===== src/rtl/core/lz77_token_decoder_top_macros.svh =====
// Assertion macros used by the decoder top level.
`ifndef LZ77_TOKEN_DECODER_TOP_MACROS_SVH
`define LZ77_TOKEN_DECODER_TOP_MACROS_SVH

// Checked every edge once reset is released.
`define LZD_ASSERT_ON(lbl, prop, msg) \
  lbl: assert property (@(posedge clk) disable iff (!rst_n) prop) else $error(msg);

// Checked every edge, reset included.
`define LZD_ASSERT_ALWAYS(lbl, prop, msg) \
  lbl: assert property (@(posedge clk) prop) else $error(msg);

`endif


===== src/rtl/core/lzd_pkg.sv =====
// Shared types and constants of the LZ77 token decoder.
package lzd_pkg;

  localparam int DIST_W      = 13;
  localparam int LEN_IN_W    = 4;
  localparam int BYTE_W      = 8;
  // Saturated length field wide enough for the largest supported MAX_MATCH.
  localparam int LEN_W       = 6;
  localparam int QUEUE_DEPTH = 2;

  localparam int HISTORY_DEPTH_DEF = 4096;
  localparam int MAX_MATCH_DEF     = 15;

  typedef struct packed {
    logic [DIST_W-1:0]   match_distance;
    logic [LEN_IN_W-1:0] match_length;
    logic [BYTE_W-1:0]   next_byte;
  } in_item_t;

  typedef struct packed {
    logic [BYTE_W-1:0] out_byte;
    logic              last;
    logic              bad_distance;
  } out_item_t;

  // Classified token handed from front to back.
  typedef struct packed {
    logic [DIST_W-1:0] match_distance;
    logic [LEN_W-1:0]  match_length;
    logic              dist_zero;
    logic [BYTE_W-1:0] next_byte;
  } cmd_t;

endpackage


===== src/rtl/core/lzd_queue.sv =====
// Small FIFO of classified tokens between front and back.
module lzd_queue (
  input  logic          clk,
  input  logic          rst_n,
  input  logic          push_valid,
  output logic          push_ready,
  input  lzd_pkg::cmd_t push_cmd,
  output logic          pop_valid,
  input  logic          pop,
  output lzd_pkg::cmd_t pop_cmd
);

  localparam int PTR_W = (lzd_pkg::QUEUE_DEPTH > 1) ? $clog2(lzd_pkg::QUEUE_DEPTH) : 1;
  localparam int CNT_W = $clog2(lzd_pkg::QUEUE_DEPTH + 1);

  lzd_pkg::cmd_t     slot_r [lzd_pkg::QUEUE_DEPTH];
  logic [PTR_W-1:0]  wr_ptr_r;
  logic [PTR_W-1:0]  rd_ptr_r;
  logic [CNT_W-1:0]  count_r;
  logic              do_push;
  logic              do_pop;

  assign push_ready = (count_r != CNT_W'(lzd_pkg::QUEUE_DEPTH));
  assign pop_valid  = (count_r != '0);
  assign pop_cmd    = slot_r[rd_ptr_r];
  assign do_push    = push_valid && push_ready;
  assign do_pop     = pop && pop_valid;

  function automatic logic [PTR_W-1:0] ptr_inc(input logic [PTR_W-1:0] p);
    logic [PTR_W-1:0] r;
    r = (p == PTR_W'(lzd_pkg::QUEUE_DEPTH - 1)) ? '0 : p + 1'b1;
    return r;
  endfunction

  always_ff @(posedge clk) begin
    if (do_push) begin
      slot_r[wr_ptr_r] <= push_cmd;
    end
  end

  always_ff @(posedge clk) begin
    if (!rst_n) begin
      wr_ptr_r <= '0;
      rd_ptr_r <= '0;
      count_r  <= '0;
    end else begin
      if (do_push) wr_ptr_r <= ptr_inc(wr_ptr_r);
      if (do_pop)  rd_ptr_r <= ptr_inc(rd_ptr_r);
      if (do_push && !do_pop) count_r <= count_r + 1'b1;
      else if (do_pop && !do_push) count_r <= count_r - 1'b1;
    end
  end

endmodule


===== config.mk =====
export PLATFORM = sky130hd
export DESIGN_NAME = lzd_queue
export DESIGN_NICKNAME = d
export VERILOG_FILES = /design/src/rtl/core/lz77_token_decoder_top_macros.svh /design/src/rtl/core/lzd_pkg.sv /design/src/rtl/core/lzd_queue.sv
export SDC_FILE = /design/constraint.sdc
export NUM_CORES = 1
export LEC_CHECK = 0
export ABC_AREA = 1
export BUFFER_PORTS_ARGS = -buffer_cell sky130_fd_sc_hd__buf_2
export CORE_ASPECT_RATIO = 1.75
export CORE_MARGIN = 10
export CORE_UTILIZATION = 25
export CTS_BUF_LIST = sky130_fd_sc_hd__clkbuf_2
export DETAILED_ROUTE_END_ITERATION = 10
export GPL_TIMING_DRIVEN = 0
export PLACE_DENSITY = 0.5
export SETUP_SLACK_MARGIN = 0.15
export SLEW_MARGIN = 40
export SYNTH_ARGS = -nofsm -noshare
export SYNTH_HDL_FRONTEND = slang
export SYNTH_SLANG_ARGS = --single-unit
export TNS_END_PERCENT = 10

===== constraint.sdc =====
create_clock -name clk -period 5.6 [get_ports clk]
set_clock_uncertainty 0.1 [all_clocks]
set_input_delay 1.12 -clock clk [delete_from_list [all_inputs] [get_ports clk]]
set_output_delay 1.12 -clock clk [all_outputs]
set_load 0.02 [all_outputs]

==> out/qor.csv <==
metric,value,unit
status,completed,
initial_utilization,25.8,%
ir_drop,0.208,mV
path_cells,"buf_6, buf_12, mux2_4, buf_2",
die_h,149,um
grt.overflow.total,0,
min_period,2820,ps
p_sw,0.403,mW
syn_area,0.00236,mm2
cts_hold_buf,0,
avgSynthCellArea,19.1,um2
cts_max_path_buffers,2,
min_period_over_period,50.4,%
grt_antenna_before_repair,1,
portBuffers,61,
end_kind,primary output,
rsz0062_at_grt,no,
place_ws,3150,ps
finalHoldViolCount,0,
cap_violations,0,
cts_buffers,9,
tightest_slew,448,ps
slew_violations,0,
grt_max_degree,19,
gp_congestion,0.683,
fin_ws,2780,ps
layout_common_cells,"61 x buf_2, 56 x edfxtp_1, 20 x mux2_4",
synth_nets,157,
first_pass_iters,4,
finalNetCount,231,
cp_slowest_cell,dfxtp_1,
critPathKind,reg -> out,
setup_viol,0,
pwr-share-seq,45.1,%
power.leakage,1.19,nW
synthCells,124,
power.density,437,mW/mm2
layout-drive-gt1-share,55.2,%
cp_max_fo,10,
stdcell_count,324,
yosysWarnings,0,
synth.distinct_cells,15,
slew_headroom,70.0,%
dieArea,0.0139,mm2
clkSinkCount,61,
grt_pass1_vias,1364,
required,4380,ps
combPwrFrac,32.0,%
via_per_inst,3.90,
setup_tns,0,ps
layout_commonest_cell,buf_2,
dpl.hpwl,3.46,mm
area_delta_synth_final,28.0,%
postCtsSetupBuffers,0,
place_inst,307,
yosysSeqAreaShare,75.4,%
ctsRootBufferMaster,clkbuf_2,
hp-class,reg -> reg,
first_iter_violations,33,
clkLatencyLatePin,470,ps
cp_slowest_stage_delay,350,ps
wl_per_cell,13.8,um
sw_frac_of_total,30.5,%
cp.arrival,1600,ps
coreArea,0.00915,mm2
p_clk_share,22.9,%
via_count,1262,
grt.total_usage,6.70,%
cts_resized,0,
fmax,0.354,GHz
num_rows,46,
path_clk_slew,140,ps
cts_tree,yes,
grt_first_pass_wirelength,6.79,mm
h-tree-depth,3,
internal_power,0.918,mW
worstSetupStartpointType,register,
drc,0,
die_w,93.5,um
ios,62,
final_antenna_net_count,0,
synth_seq_cells,61,
wl,4.48,mm
[kinds of logic after synthesis]
group | Yosys count | synth area share (%)
flip-flops | 61 | 75.4
multiplexers | 28 | 16.5
AND/OR/NAND/NOR | 19 | 3.18
buffers and inverters | 11 | 3.44
AO/OA/AOI/OAI | 4 | 0.953
adder cells (fa/ha/maj) | 1 | 0.529
[critical path, delay by kind of cell, from the launching register on]
kind     cells  cell delay, ps
buf+inv      3             490
flops        1             350
mux          1             300
[area by class of cell]
cell class | instances | area (um2)
fill | 913 | 6130
sequential | 61 | 1780
multi-input combinational | 52 | 515
timing repair buffer | 63 | 360
tap | 120 | 150
clock inverter | 4 | 72.6
clock buffer | 12 | 60.1
buffer | 3 | 51.3
inverter | 8 | 30.0
antenna | 1 | 2.50
[per-stage QoR]
stage | area (um2) | util [%] | power (mW) | hold slack (ps)
after global placement | 2820 | 30.8 | 1.02 | 380
after detailed placement | 2890 | 31.6 | 1.04 | 396
after global routing | 3020 | 33.0 | 1.40 | 481
final | 3020 | 33.0 | 1.32 | 427
after floorplan | 2360 | - | 0.901 | 367
after CTS | 3020 | 33.0 | 1.35 | 432
[state kept, by name, indices dropped and copies added, names as in the netlist, named ones only]
register,count
slot_r,56
rd_ptr_r,1
wr_ptr_r,1
count_r,2
[final timing paths]
check | to | slack (ps) | startpoint | cells past startpoint
hold reg to reg | rd_ptr_r | 430 | rd_ptr_r | 2
setup / recovery | pop_cmd[25] | 2780 | register | 4
setup reg to reg | slot_r[1][17] | 3840 | count_r[0] | 5
hold / removal | rd_ptr_r | 430 | rd_ptr_r | 2
[routing by layer]
| layer | global-route usage (%) | up-vias | routed length, um |
|---|---|---|---|
| li1 | - | 613 | - |
| met1 | 4.81 | 599 | 1440 |
| met2 | 12.5 | 40 | 2640 |
| met3 | 3.07 | 10 | 268 |
| met4 | 5.58 | 0 | 137 |
| met5 | 0 | - | 0 |
[synth_stat cells (all sizes together)]
cell type   n  area (um2)
edfxtp     56        1680
mux2       28         390
nand2       9        33.8
inv         8        30.0
nor2        8        30.0
dfxtp       5         100
buf         3        51.3
o21ai       2        10.0
a21oi       1        5.00
ha          1        12.5
nand3       1        5.00
nand4       1        6.26
o21a        1        7.51
[power groups by stage]
stage          registers (mW)  logic (mW)  clock network [mW]
6_report                0.595       0.422               0.303
5_1_grt                 0.602       0.460               0.336
4_1_cts                 0.597       0.438               0.319
3_5_place_dp            0.607       0.437                   0
3_3_place_gp            0.609       0.410                   0
2_1_floorplan           0.604       0.297                   0
No activity file was read; power rests on OpenSTA's default activity.
