`src/rtl/core/lz77_token_decoder_top_macros.svh`:
```
// Assertion macros used by the decoder top level.
`ifndef LZ77_TOKEN_DECODER_TOP_MACROS_SVH
`define LZ77_TOKEN_DECODER_TOP_MACROS_SVH

// Checked every edge once reset is released.
`define LZD_ASSERT_ON(lbl, prop, msg) \
  lbl: assert property (@(posedge clk) disable iff (!rst_n) prop) else $error(msg);

// Checked every edge, reset included.
`define LZD_ASSERT_ALWAYS(lbl, prop, msg) \
  lbl: assert property (@(posedge clk) prop) else $error(msg);

`endif

```
`src/rtl/core/lzd_pkg.sv`:
```
// Shared types and constants of the LZ77 token decoder.
package lzd_pkg;

  localparam int DIST_W      = 13;
  localparam int LEN_IN_W    = 4;
  localparam int BYTE_W      = 8;
  // Saturated length field wide enough for the largest supported MAX_MATCH.
  localparam int LEN_W       = 6;
  localparam int QUEUE_DEPTH = 2;

  localparam int HISTORY_DEPTH_DEF = 4096;
  localparam int MAX_MATCH_DEF     = 15;

  typedef struct packed {
    logic [DIST_W-1:0]   match_distance;
    logic [LEN_IN_W-1:0] match_length;
    logic [BYTE_W-1:0]   next_byte;
  } in_item_t;

  typedef struct packed {
    logic [BYTE_W-1:0] out_byte;
    logic              last;
    logic              bad_distance;
  } out_item_t;

  // Classified token handed from front to back.
  typedef struct packed {
    logic [DIST_W-1:0] match_distance;
    logic [LEN_W-1:0]  match_length;
    logic              dist_zero;
    logic [BYTE_W-1:0] next_byte;
  } cmd_t;

endpackage

```
`src/rtl/core/lzd_front.sv`:
```
// Front end: takes tokens, saturates the length, flags a zero distance.
module lzd_front #(
  parameter int MAX_MATCH = lzd_pkg::MAX_MATCH_DEF
) (
  input  logic             clk,
  input  logic             rst_n,
  input  logic             in_valid,
  output logic             in_ready,
  input  lzd_pkg::in_item_t in_item,
  output logic             push_valid,
  input  logic             push_ready,
  output lzd_pkg::cmd_t    push_cmd
);

  logic          hold_valid_r;
  lzd_pkg::cmd_t hold_cmd_r;
  lzd_pkg::cmd_t cls_cmd;
  logic [lzd_pkg::LEN_W-1:0] len_ext;

  always_comb begin
    len_ext = lzd_pkg::LEN_W'(in_item.match_length);
    cls_cmd.match_distance = in_item.match_distance;
    cls_cmd.match_length   = (len_ext > lzd_pkg::LEN_W'(MAX_MATCH)) ?
                             lzd_pkg::LEN_W'(MAX_MATCH) : len_ext;
    cls_cmd.dist_zero      = (in_item.match_distance == '0);
    cls_cmd.next_byte      = in_item.next_byte;
  end

  assign in_ready   = !hold_valid_r || push_ready;
  assign push_valid = hold_valid_r;
  assign push_cmd   = hold_cmd_r;

  always_ff @(posedge clk) begin
    if (!rst_n) begin
      hold_valid_r <= 1'b0;
    end else begin
      if (in_valid && in_ready) begin
        hold_valid_r <= 1'b1;
        hold_cmd_r   <= cls_cmd;
      end else if (push_ready) begin
        hold_valid_r <= 1'b0;
      end
    end
  end

endmodule

```
`config.mk`:
```
export PLATFORM = sky130hd
export DESIGN_NAME = lzd_front
export DESIGN_NICKNAME = d
export VERILOG_FILES = /design/src/rtl/core/lz77_token_decoder_top_macros.svh /design/src/rtl/core/lzd_pkg.sv /design/src/rtl/core/lzd_front.sv
export SDC_FILE = /design/constraint.sdc
export NUM_CORES = 1
export LEC_CHECK = 0
export BUFFER_PORTS_ARGS = -buffer_cell sky130_fd_sc_hd__buf_2
export CELL_PAD_IN_SITES_DETAIL_PLACEMENT = 0
export CELL_PAD_IN_SITES_GLOBAL_PLACEMENT = 1
export CORE_MARGIN = 2
export CORE_UTILIZATION = 31
export DETAILED_ROUTE_END_ITERATION = 6
export GPL_TIMING_DRIVEN = 0
export PLACE_DENSITY = 0.75
export SLEW_MARGIN = 20
export SYNTH_ARGS = -nofsm -noshare
export SYNTH_HDL_FRONTEND = slang
export SYNTH_SLANG_ARGS = --single-unit
```
`constraint.sdc`:
```
create_clock -name clk -period 2.1 [get_ports clk]
set_input_delay 0.42 -clock clk [delete_from_list [all_inputs] [get_ports clk]]
set_output_delay 0.42 -clock clk [all_outputs]
set_load 0.05 [all_outputs]
```
==> results by group, run 1 <==
Routing
  • Antenna-violating nets left: 0
  • Vias per cell: 4.28
  • Router iterations before antenna repair: 3
  • DRT Wirelength: ~1600 µm
  • Wire length per cell: 11.9 µm
  • First DRT Iteration DRCs: 6
  • Vias after detailed routing: 561
  • Drc violations: 0

Placed design
  • Post-DP Area: ~1200 µm²
  • Post-Place Worst Slack: 0.517 ns
  • Final RePlAce weighted congestion: 0.631
  • Port Buffers: 56
  • Placed cells: 127
  • DPL Wire Length: 1230 µm

Clock network
  • Clock Latency Late Sink: 0.31 ns
  • Clk root buf: clkbuf_4
  • Hold buffers post-CTS: 0
  • CTS H-tree depth: 1
  • TritonCTS clock tree: yes
  • Postcts setup bufs: 0
  • Clock buffer depth: 2
  • Clock Pin Slew Worst Setup and Hold Paths: 0.13 ns
  • PostCTS Resize Cnt: 0
  • Clk sinks: 27
  • Num CTS Buffers: 3

Yosys
  • Register area share after synthesis: 91.7%
  • Mapped cell area: 873 µm²
  • Cell variety after synth: 12
  • Synth Register Bits: 27
  • YS warnings: 0
  • Synthesized area per cell: 22.4 µm²
  • Syn Inst Count: 39

Global routing
  • Gr ovfl total: 0
  • Largest net degree at the start of global routing: 27
  • Vias in the first global route: 565
  • GRT Total Usage: approximately a tenth
  • Antenna violations before repair: 0
  • First-pass GRT wire length: between 2000 and 2500 µm

Critical path
  • Crit Path Max Fanout: 3
  • WP buf/inv: 1
  • WS Path Type: register to output port
  • Crit-path leading delay family: flip-flops
  • Slowest stage delay, CP: about 0.34 ns
  • CP startpoint kind: register
  • Worst path required time: around 1.7 ns
  • WP data arrival: roughly 1 ns
  • CP endpoint kind: output port
  • Crit-path cells: nand2b_1 > buf_2
  • Crit-path slowest cell: dfxtp_1
  • Flop-to-flop setup slack: 0.74 ns

Die
  • Core area: around 2700 µm²
  • Die area: 3260 µm²
  • Die width: about 57 µm
  • Die Ht: 57.1 µm
  • Row count: 19
  • Initial core utilization: 32.2%
  • Ports: 59

Pwr
  • Power Total: 0.981 mW
  • Power Dens Cells: 802 nW/µm²
  • Leak: 0.524 nW
  • VDD IR-drop max: 0.381 mV

Cells and area
  • Filler cells: 254
  • ANT cells: 0
  • Final non-filler cell total: 131
  • Area grow syn2layout: 40.1%
  • Most common cell after layout, fill and taps aside: buf_2
  • Final instance area: 1220 µm²
  • Post-layout util: 45.2%
  • Commonest cells after routing, fill and taps aside: buf_2, edfxtp_1, clkbuf_4
  • Fraction of layout cells with a size suffix above 1: 62.0%
  • # nets final: 130

STA
  • Worst Hold Slack: 0.277 ns
  • Pins over their slew limit: 0
  • Setup TNS: 0 ns
  • Min Tclk post-route: 1.41 ns
  • Final setup viols: 0
  • Final period utilization: 67.3%
  • Final hold violation count: 0
  • Slew headroom: 61.2%
  • RSZ-0062 raised after global routing: false
  • Max Freq: 707 MHz
  • Setup Skew: 0.00629 ns
  • Worst Setup Slack, final: 0.686 ns
  • Slew @ Worst Pin: between 0.5 and 0.6 ns

Hold path
  • Tightest Hold Check Type: input port to register

Run
  • Max-cap viol count: 0

Run status
  • Outcome: finished, final reports clean
## layer usage
metal	vias to the layer above	part of all wire, %	global-route usage [%]
met5	-	0	0
met2	40	48	16.6
met1	249	39	10.7
met4	0	0.64	4.98
met3	2	12	2.95
li1	270	-	-
## state kept, by name (all words and copies together) (netlist names)
name        count
push_cmd       26
push_valid      1
## worst register-to-register path, delay by kind of cell (launching register included)
kind,cells,cell delay [ns]
AND/OR/NAND/NOR,2,0.67
flip-flops,1,0.34
## area by class of cell
type	count	area (µm²)	share of cell area, %
timing repair buffer	56	280	22.9
buffer	2	15.0	1.23
tap	31	38.8	3.17
multi-input combinational	10	58.8	4.81
clock buffer	4	26.3	2.15
sequential	27	801	65.4
inverter	1	3.75	0.307
## synth_stat cells
cell	instances	share of area, %
and3_1	1	0.72
nand2b_1	1	0.72
nor4_1	2	1.4
dfxtp_1	1	2.3
a21boi_0	1	0.86
inv_1	1	0.43
edfxtp_1	26	89
buf_4	2	1.7
nor3_1	1	0.57
and4_1	1	1.0
conb_1	1	0.43
nor2_1	1	0.43
## final timing paths
kind | start | to | cells after the start
worst max register to register | push_valid | push_cmd[11] | 2
worst max-delay path | push_valid | in_ready | 2
worst min register to register | push_valid | push_valid | 2
worst min-delay path | in_item[5] | push_cmd[5] | 1
## logic make-up after synthesis
group	Yosys count	share of synthesized area [%]
flip-flops	27	91.7
other	1	0.429
buffers and inverters	3	2.15
AO/OA/AOI/OAI	1	0.860
AND/OR/NAND/NOR	7	4.87
## report_power, final
part | internal, mW | leakage (nW) | switching [mW]
sequential | 0.617 | 0.250 | 0.00518
clock | 0.0740 | 0.0150 | 0.132
combinational | 0.0380 | 0.258 | 0.115
total | 0.729 | 0.524 | 0.252
(Power assumes the default switching activity.)
==> run 2: changes to the inputs <==
--- a/config.mk
+++ b/config.mk
@@ -5,6 +5,7 @@
 export SDC_FILE = /design/constraint.sdc
 export NUM_CORES = 1
 export LEC_CHECK = 0
+export ABC_AREA = 1
 export BUFFER_PORTS_ARGS = -buffer_cell sky130_fd_sc_hd__buf_2
 export CELL_PAD_IN_SITES_DETAIL_PLACEMENT = 0
 export CELL_PAD_IN_SITES_GLOBAL_PLACEMENT = 1
==> constraint.sdc (replaced) <==
create_clock -name clk -period 1.5 [get_ports clk]
set_input_delay 0.3 -clock clk [delete_from_list [all_inputs] [get_ports clk]]
set_output_delay 0.3 -clock clk [all_outputs]
set_load 0.05 [all_outputs]
==> run 2 against run 1 <==
- sequential share of layout area decreased by 3.7 points
- via count rose by 8.4%
- worst setup slack lost 0.50 ns
- largest power group unchanged
- highest routed layer unchanged
==> results by group, run 2 <==
Run status
  • Outcome: finished, final reports clean

STA
  • Min Tclk post-route: around 1.3 ns
  • Final hold violation count: 0
  • Worst Setup Slack, final: 0.184 ns
  • Final period utilization: 87.8%
  • Pins over their slew limit: 0
  • Final setup viols: 0
  • Setup Skew: 0.0134 ns
  • Max Freq: 760 MHz
  • RSZ-0062 raised after global routing: false

Die
  • Core area: 2780 µm²
  • Die width: 58.3 µm
  • Initial core utilization: 32.8%
  • Row count: 19
  • Ports: approximately 60
  • Die area: 3400 µm²
  • Die Ht: 58.3 µm

Pwr
  • Leak: 0.580 nW
  • VDD IR-drop max: 0.595 mV
  • Power Dens Cells: 1080 nW/µm²

Yosys
  • Synth Register Bits: 27
  • EDFF count, synth: 26
  • Ys flop type: edfxtp_1
  • Area leader, netlist: edfxtp_1
  • Register area share after synthesis: 87.7%
  • Ranking of synthesized cells by area: edfxtp_1, inv_1, nand2_1
  • YS warnings: 0
  • Synth top cells by count: edfxtp_1, inv_1, nand2_1, nor2_1, buf_4
  • FFs w/ async S/R, synth: 0%
  • Cell with the most instances after synthesis: edfxtp_1
  • Syn Inst Count: 53
  • Area share of the largest cell type after synthesis: between 80% and 90%
  • Mapped cell area: roughly 910 µm²
  • Cell variety after synth: 10
  • Synthesized area per cell: 17.2 µm²

Routing
  • Vias per cell: 4.16
  • Router iterations before antenna repair: 3
  • Vias after detailed routing: 608
  • First DRT Iteration DRCs: 2
  • Drc violations: 0
  • Wire length per cell: around 12 µm
  • Antenna-violating nets left: 0
  • DRT Wirelength: 1710 µm

Critical path
  • Crit-path cells: nand2_8 > buf_2
  • WS Path Type: register to output port
  • CP endpoint kind: output port
  • CP startpoint kind: register
  • Worst path required time: between 1 and 1.5 ns
  • Slowest stage delay, CP: 0.39 ns
  • Crit-path slowest cell: dfxtp_4
  • Flop-to-flop setup slack: 0.24 ns
  • Crit Path Max Fanout: 3
  • WP data arrival: roughly 1.0 ns

Clock network
  • PostCTS Resize Cnt: 0
  • Clock Latency Late Sink: ~0.32 ns
  • CTS H-tree depth: 1
  • Clk sinks: 27
  • Postcts setup bufs: 0
  • Hold buffers post-CTS: 0
  • Clock buffer depth: 2
  • TritonCTS clock tree: yes
  • Clk root buf: clkbuf_4
  • Num CTS Buffers: 3
  • Clock Pin Slew Worst Setup and Hold Paths: 0.15 ns

Cells and area
  • # nets final: 145
  • Most common cell after layout, fill and taps aside: buf_2
  • Area grow syn2layout: 42.6%
  • Post-layout util: 46.8%
  • Commonest cells after routing, fill and taps aside: buf_2, edfxtp_1, inv_1
  • Final non-filler cell total: 146
  • Max FFs per register: 26
  • Fraction of layout cells with a size suffix above 1: 58.3%
  • Final instance area: 1300 µm²
  • ANT cells: 0

Global routing
  • GR peak layer: met2
  • Vias in the first global route: 592
  • Antenna violations before repair: 0
  • Met1 usage: 10.5%
  • GRT Total Usage: 10.1%
  • Met3 Resource Use GR: 4.24%
  • First-pass GRT wire length: 2480 µm
  • Gr ovfl total: 0
  • Largest net degree at the start of global routing: 27
  • Grt met2 use: 17.3%

Placed design
  • Post-DP Area: 1260 µm²
  • DPL Wire Length: 1270 µm
  • Post-Place Worst Slack: -0.0957 ns
  • Placed cells: around 140
  • Final RePlAce weighted congestion: 0.632
  • Port Buffers: between 50 and 60

Run
  • Max-cap viol count: 0

Hold path
  • Tightest Hold Check Type: input port to register
==> run 2: cell count changes after synthesis, sizes merged <==
cell    delta
inv        +7
nand2      +6
nor2       +6
nor4       -2
and3       -1
and4       -1
nand2b     -1
nand3      +1
nor3       -1
==> run 2: worst paths after layout <==
check | startpoint | to | cells past startpoint
setup / recovery | push_valid | in_ready | 2
hold / removal | in_item[5] | push_cmd[5] | 1
setup reg to reg | push_valid | push_cmd[21] | 3
hold reg to reg | push_valid | push_valid | 2
==> run 2: cell families (layout without fill, tap and decap cells) <==
family,count (synthesis),count (layout),synth area share (%)
DFF,27,27,87.7
and+or+nand+nor,14,15,6.16
buffers and inverters,10,70,4.93
other,1,2,0.411
AOI/OAI and AO/OA,1,1,0.822
==> run 2: final cells by class <==
| type | instances | area, µm² |
|---|---|---|
| fill | 271 | 1480 |
| sequential | 27 | 805 |
| timing repair buffer | 56 | 280 |
| multi-input combinational | 18 | 106 |
| tap | 31 | 38.8 |
| inverter | 8 | 30.0 |
| clock buffer | 3 | 22.5 |
| buffer | 2 | 15.0 |
| clock inverter | 1 | 5.00 |
==> run 2: stage by stage <==
stage / total power, mW / TNS (ns) / hold slack [ns]
6_report: 1.41 / 0 / 0.141
5_1_grt: 1.47 / 0 / 0.113
4_1_cts: 1.43 / 0 / 0.136
3_5_place_dp: 1.12 / -2.47 / 0.480
3_3_place_gp: 1.12 / -1.99 / 0.478
2_1_floorplan: 1.05 / 0 / 0.399
==> run 2: layer usage <==
| metal | part of all wire (%) | wire length (µm) |
|---|---|---|
| met5 | 0 | 0 |
| met2 | 43 | 736 |
| met4 | 1.2 | 21 |
| met3 | 14 | 242 |
| met1 | 41 | 709 |
==> run 2: power breakdown <==
group	total [mW]	switching [mW]	internal, mW
Clock	0.305	0.205	0.0998
Combinational	0.232	0.173	0.0584
Sequential	0.871	0.00857	0.863
Total	1.41	0.387	1.02
==> run 2: critical path: cells and delay by family (launching register included) <==
| family | cells | cell delay (ns) |
|---|---|---|
| AND/OR/NAND/NOR | 1 | 0.05 |
| buffers and inverters | 1 | 0.25 |
| flip-flops | 1 | 0.39 |
==> run 3: changes to the inputs <==
==> constraint.sdc (replaced) <==
create_clock -name clk -period 1.4 [get_ports clk]
set_input_delay 0.28 -clock clk [delete_from_list [all_inputs] [get_ports clk]]
set_output_delay 0.28 -clock clk [all_outputs]
set_load 0.05 [all_outputs]
==> run 3 against run 2 <==
- first-iteration DRC count rose to 4.0 times the previous value
- sequential power up 7.2%
- clock power up 2%
- design area up 0.19%
- global-route usage down 1.0 points
- utilization up 0.090 points
- register-to-register slack worse by 0.17 ns
- sequential cell count unchanged
- worst setup slack worse by 0.12 ns
- critical endpoint is now push_cmd[23]
- largest cell class unchanged
==> results by group, run 3 (same netlist as run 2, synthesis figures left out) <==
Routing
  • Drc violations: 0
  • Met3 wire len: 293 µm
  • Antenna-violating nets left: 0
  • Met2 Routed Length: 786 µm
  • First DRT Iteration DRCs: 8
  • Vias per cell: 4.23
  • Wire length per cell: about 11 µm
  • Router iterations before antenna repair: 4
  • Vias after detailed routing: 618
  • DRT Wirelength: 1660 µm
  • Uppermost layer routed: met3
  • Wl on met1: ~580 µm

Die
  • Core area: 2780 µm²
  • Die width: 58.3 µm
  • Die Ht: slightly below 60 µm
  • Ports: just under 60
  • Row count: 19
  • Die area: 3400 µm²
  • Initial core utilization: 32.8%

Run
  • Max-cap viol count: 0

Critical path
  • WS Path Type: register to register
  • Worst path required time: 1.36 ns
  • Crit-path cells: nand2_8 > nand2_4 > nor2_2
  • Worst-case reg-to-reg path depth: 3
  • Slowest stage delay, CP: 0.48 ns
  • Crit-path leading delay family: simple AND/OR/NAND/NOR gates
  • WP data arrival: 1.29 ns
  • Crit Path Max Fanout: 13
  • WP buf/inv: 0
  • Crit-path slowest cell: nor2_2
  • WP depth: 3
  • Flop-to-flop setup slack: 0.07 ns
  • CP endpoint kind: register
  • CP startpoint kind: register

Pwr
  • Leak: 0.581 nW
  • VDD IR-drop max: 0.594 mV
  • Power Dens Cells: ~1100 nW/µm²
  • Comb power frac: 16.7%
  • Power Total: 1.50 mW
  • Seq pwr share: 62.4%
  • Switching power: 0.401 mW
  • Pint: 1.09 mW
  • Clock Power Share: 20.9%
  • Net Sw Frac: 26.8%

STA
  • Setup TNS: 0 ns
  • Final setup viols: 0
  • Slew headroom: 59.0%
  • Worst Hold Slack: ~0.14 ns
  • Max Freq: 751 MHz
  • Min Tclk post-route: 1.33 ns
  • Final hold violation count: 0
  • Slew @ Worst Pin: 0.614 ns
  • Pins over their slew limit: 0
  • RSZ-0062 raised after global routing: false
  • Setup Skew: 0.00405 ns
  • Final period utilization: 95.1%

Cells and area
  • Area grow syn2layout: 42.9%
  • ANT cells: 0
  • Final instance area: 1310 µm²
  • Fraction of layout cells with a size suffix above 1: 59.1%
  • Commonest cells after routing, fill and taps aside: buf_2, edfxtp_1, inv_1
  • Post-layout util: 46.9%
  • Max FFs per register: 26
  • Filler cells: around 260
  • # nets final: ~150
  • Most common cell after layout, fill and taps aside: buf_2

Clock network
  • Num CTS Buffers: 3
  • Hold buffers post-CTS: 0
  • Clock Pin Slew Worst Setup and Hold Paths: around 0.13 ns
  • Clk sinks: 27
  • Clock buffer depth: 2
  • Clk root buf: clkbuf_4
  • CTS H-tree depth: 1
  • TritonCTS clock tree: yes
  • Clock Latency Late Sink: about 0.3 ns

Global routing
  • GRT Total Usage: 9.08%
  • Antenna violations before repair: 0
  • Gr ovfl total: 0
  • Vias in the first global route: 563
  • First-pass GRT wire length: 2320 µm
  • Largest net degree at the start of global routing: 16

Placed design
  • Final RePlAce weighted congestion: 0.691
  • Post-DP Area: approximately 1300 µm²
  • DPL Wire Length: between 1000 and 1500 µm
  • Port Buffers: 56

Hold path
  • Worst Hold Depth: 1
  • Tightest Hold Check Type: input port to register

Run status
  • Outcome: finished, final reports clean
-- run 3: path summary, 6_finish.rpt --
path                    start      endpoint
setup / recovery   push_valid  push_cmd[23]
hold / removal    in_item[11]  push_cmd[12]
setup reg to reg   push_valid  push_cmd[23]
hold reg to reg    push_valid    push_valid
-- run 3: cell type report --
class                           instances  area, µm²  area share, %
Sequential cell                        27        805           61.6
Timing Repair Buffer                   56        280           21.5
Multi-Input combinational cell         18        109           8.34
Tap cell                               31       38.8           2.97
Inverter                                8       30.0           2.30
Clock buffer                            3       22.5           1.73
Buffer                                  2       15.0           1.15
Clock inverter                          1       5.00          0.384
-- run 3: power by group through the flow --
stage	Combinational, mW	Sequential (mW)	Clock [mW]
6_report	0.250	0.934	0.312
5_1_grt	0.264	0.937	0.346
4_1_cts	0.252	0.934	0.326
3_5_place_dp	0.249	0.953	0
3_3_place_gp	0.245	0.952	0
2_1_floorplan	0.0529	1.07	0
-- run 3: routing by layer --
metal  track usage, %  up-vias
li1                 -      300
met1             9.71      274
met2             16.1       44
met3             4.24        0
met4             2.33        0
met5                0        -
-- run 3: what timing repair did --
action | in CTS | in global routing
setup endpoints to repair | 26 | 0
setup buffers | 0 | 0
resized for setup | 0 | 0
-- run 3: metrics by stage --
step | std cells | setup WS, ns
4_1_cts | 146 | 0.0651
3_5_place_dp | 141 | -0.133
3_3_place_gp | 141 | -0.107
5_1_grt | 146 | 0.0301
6_report | 146 | 0.0685
2_1_floorplan | 54 | -0.0111
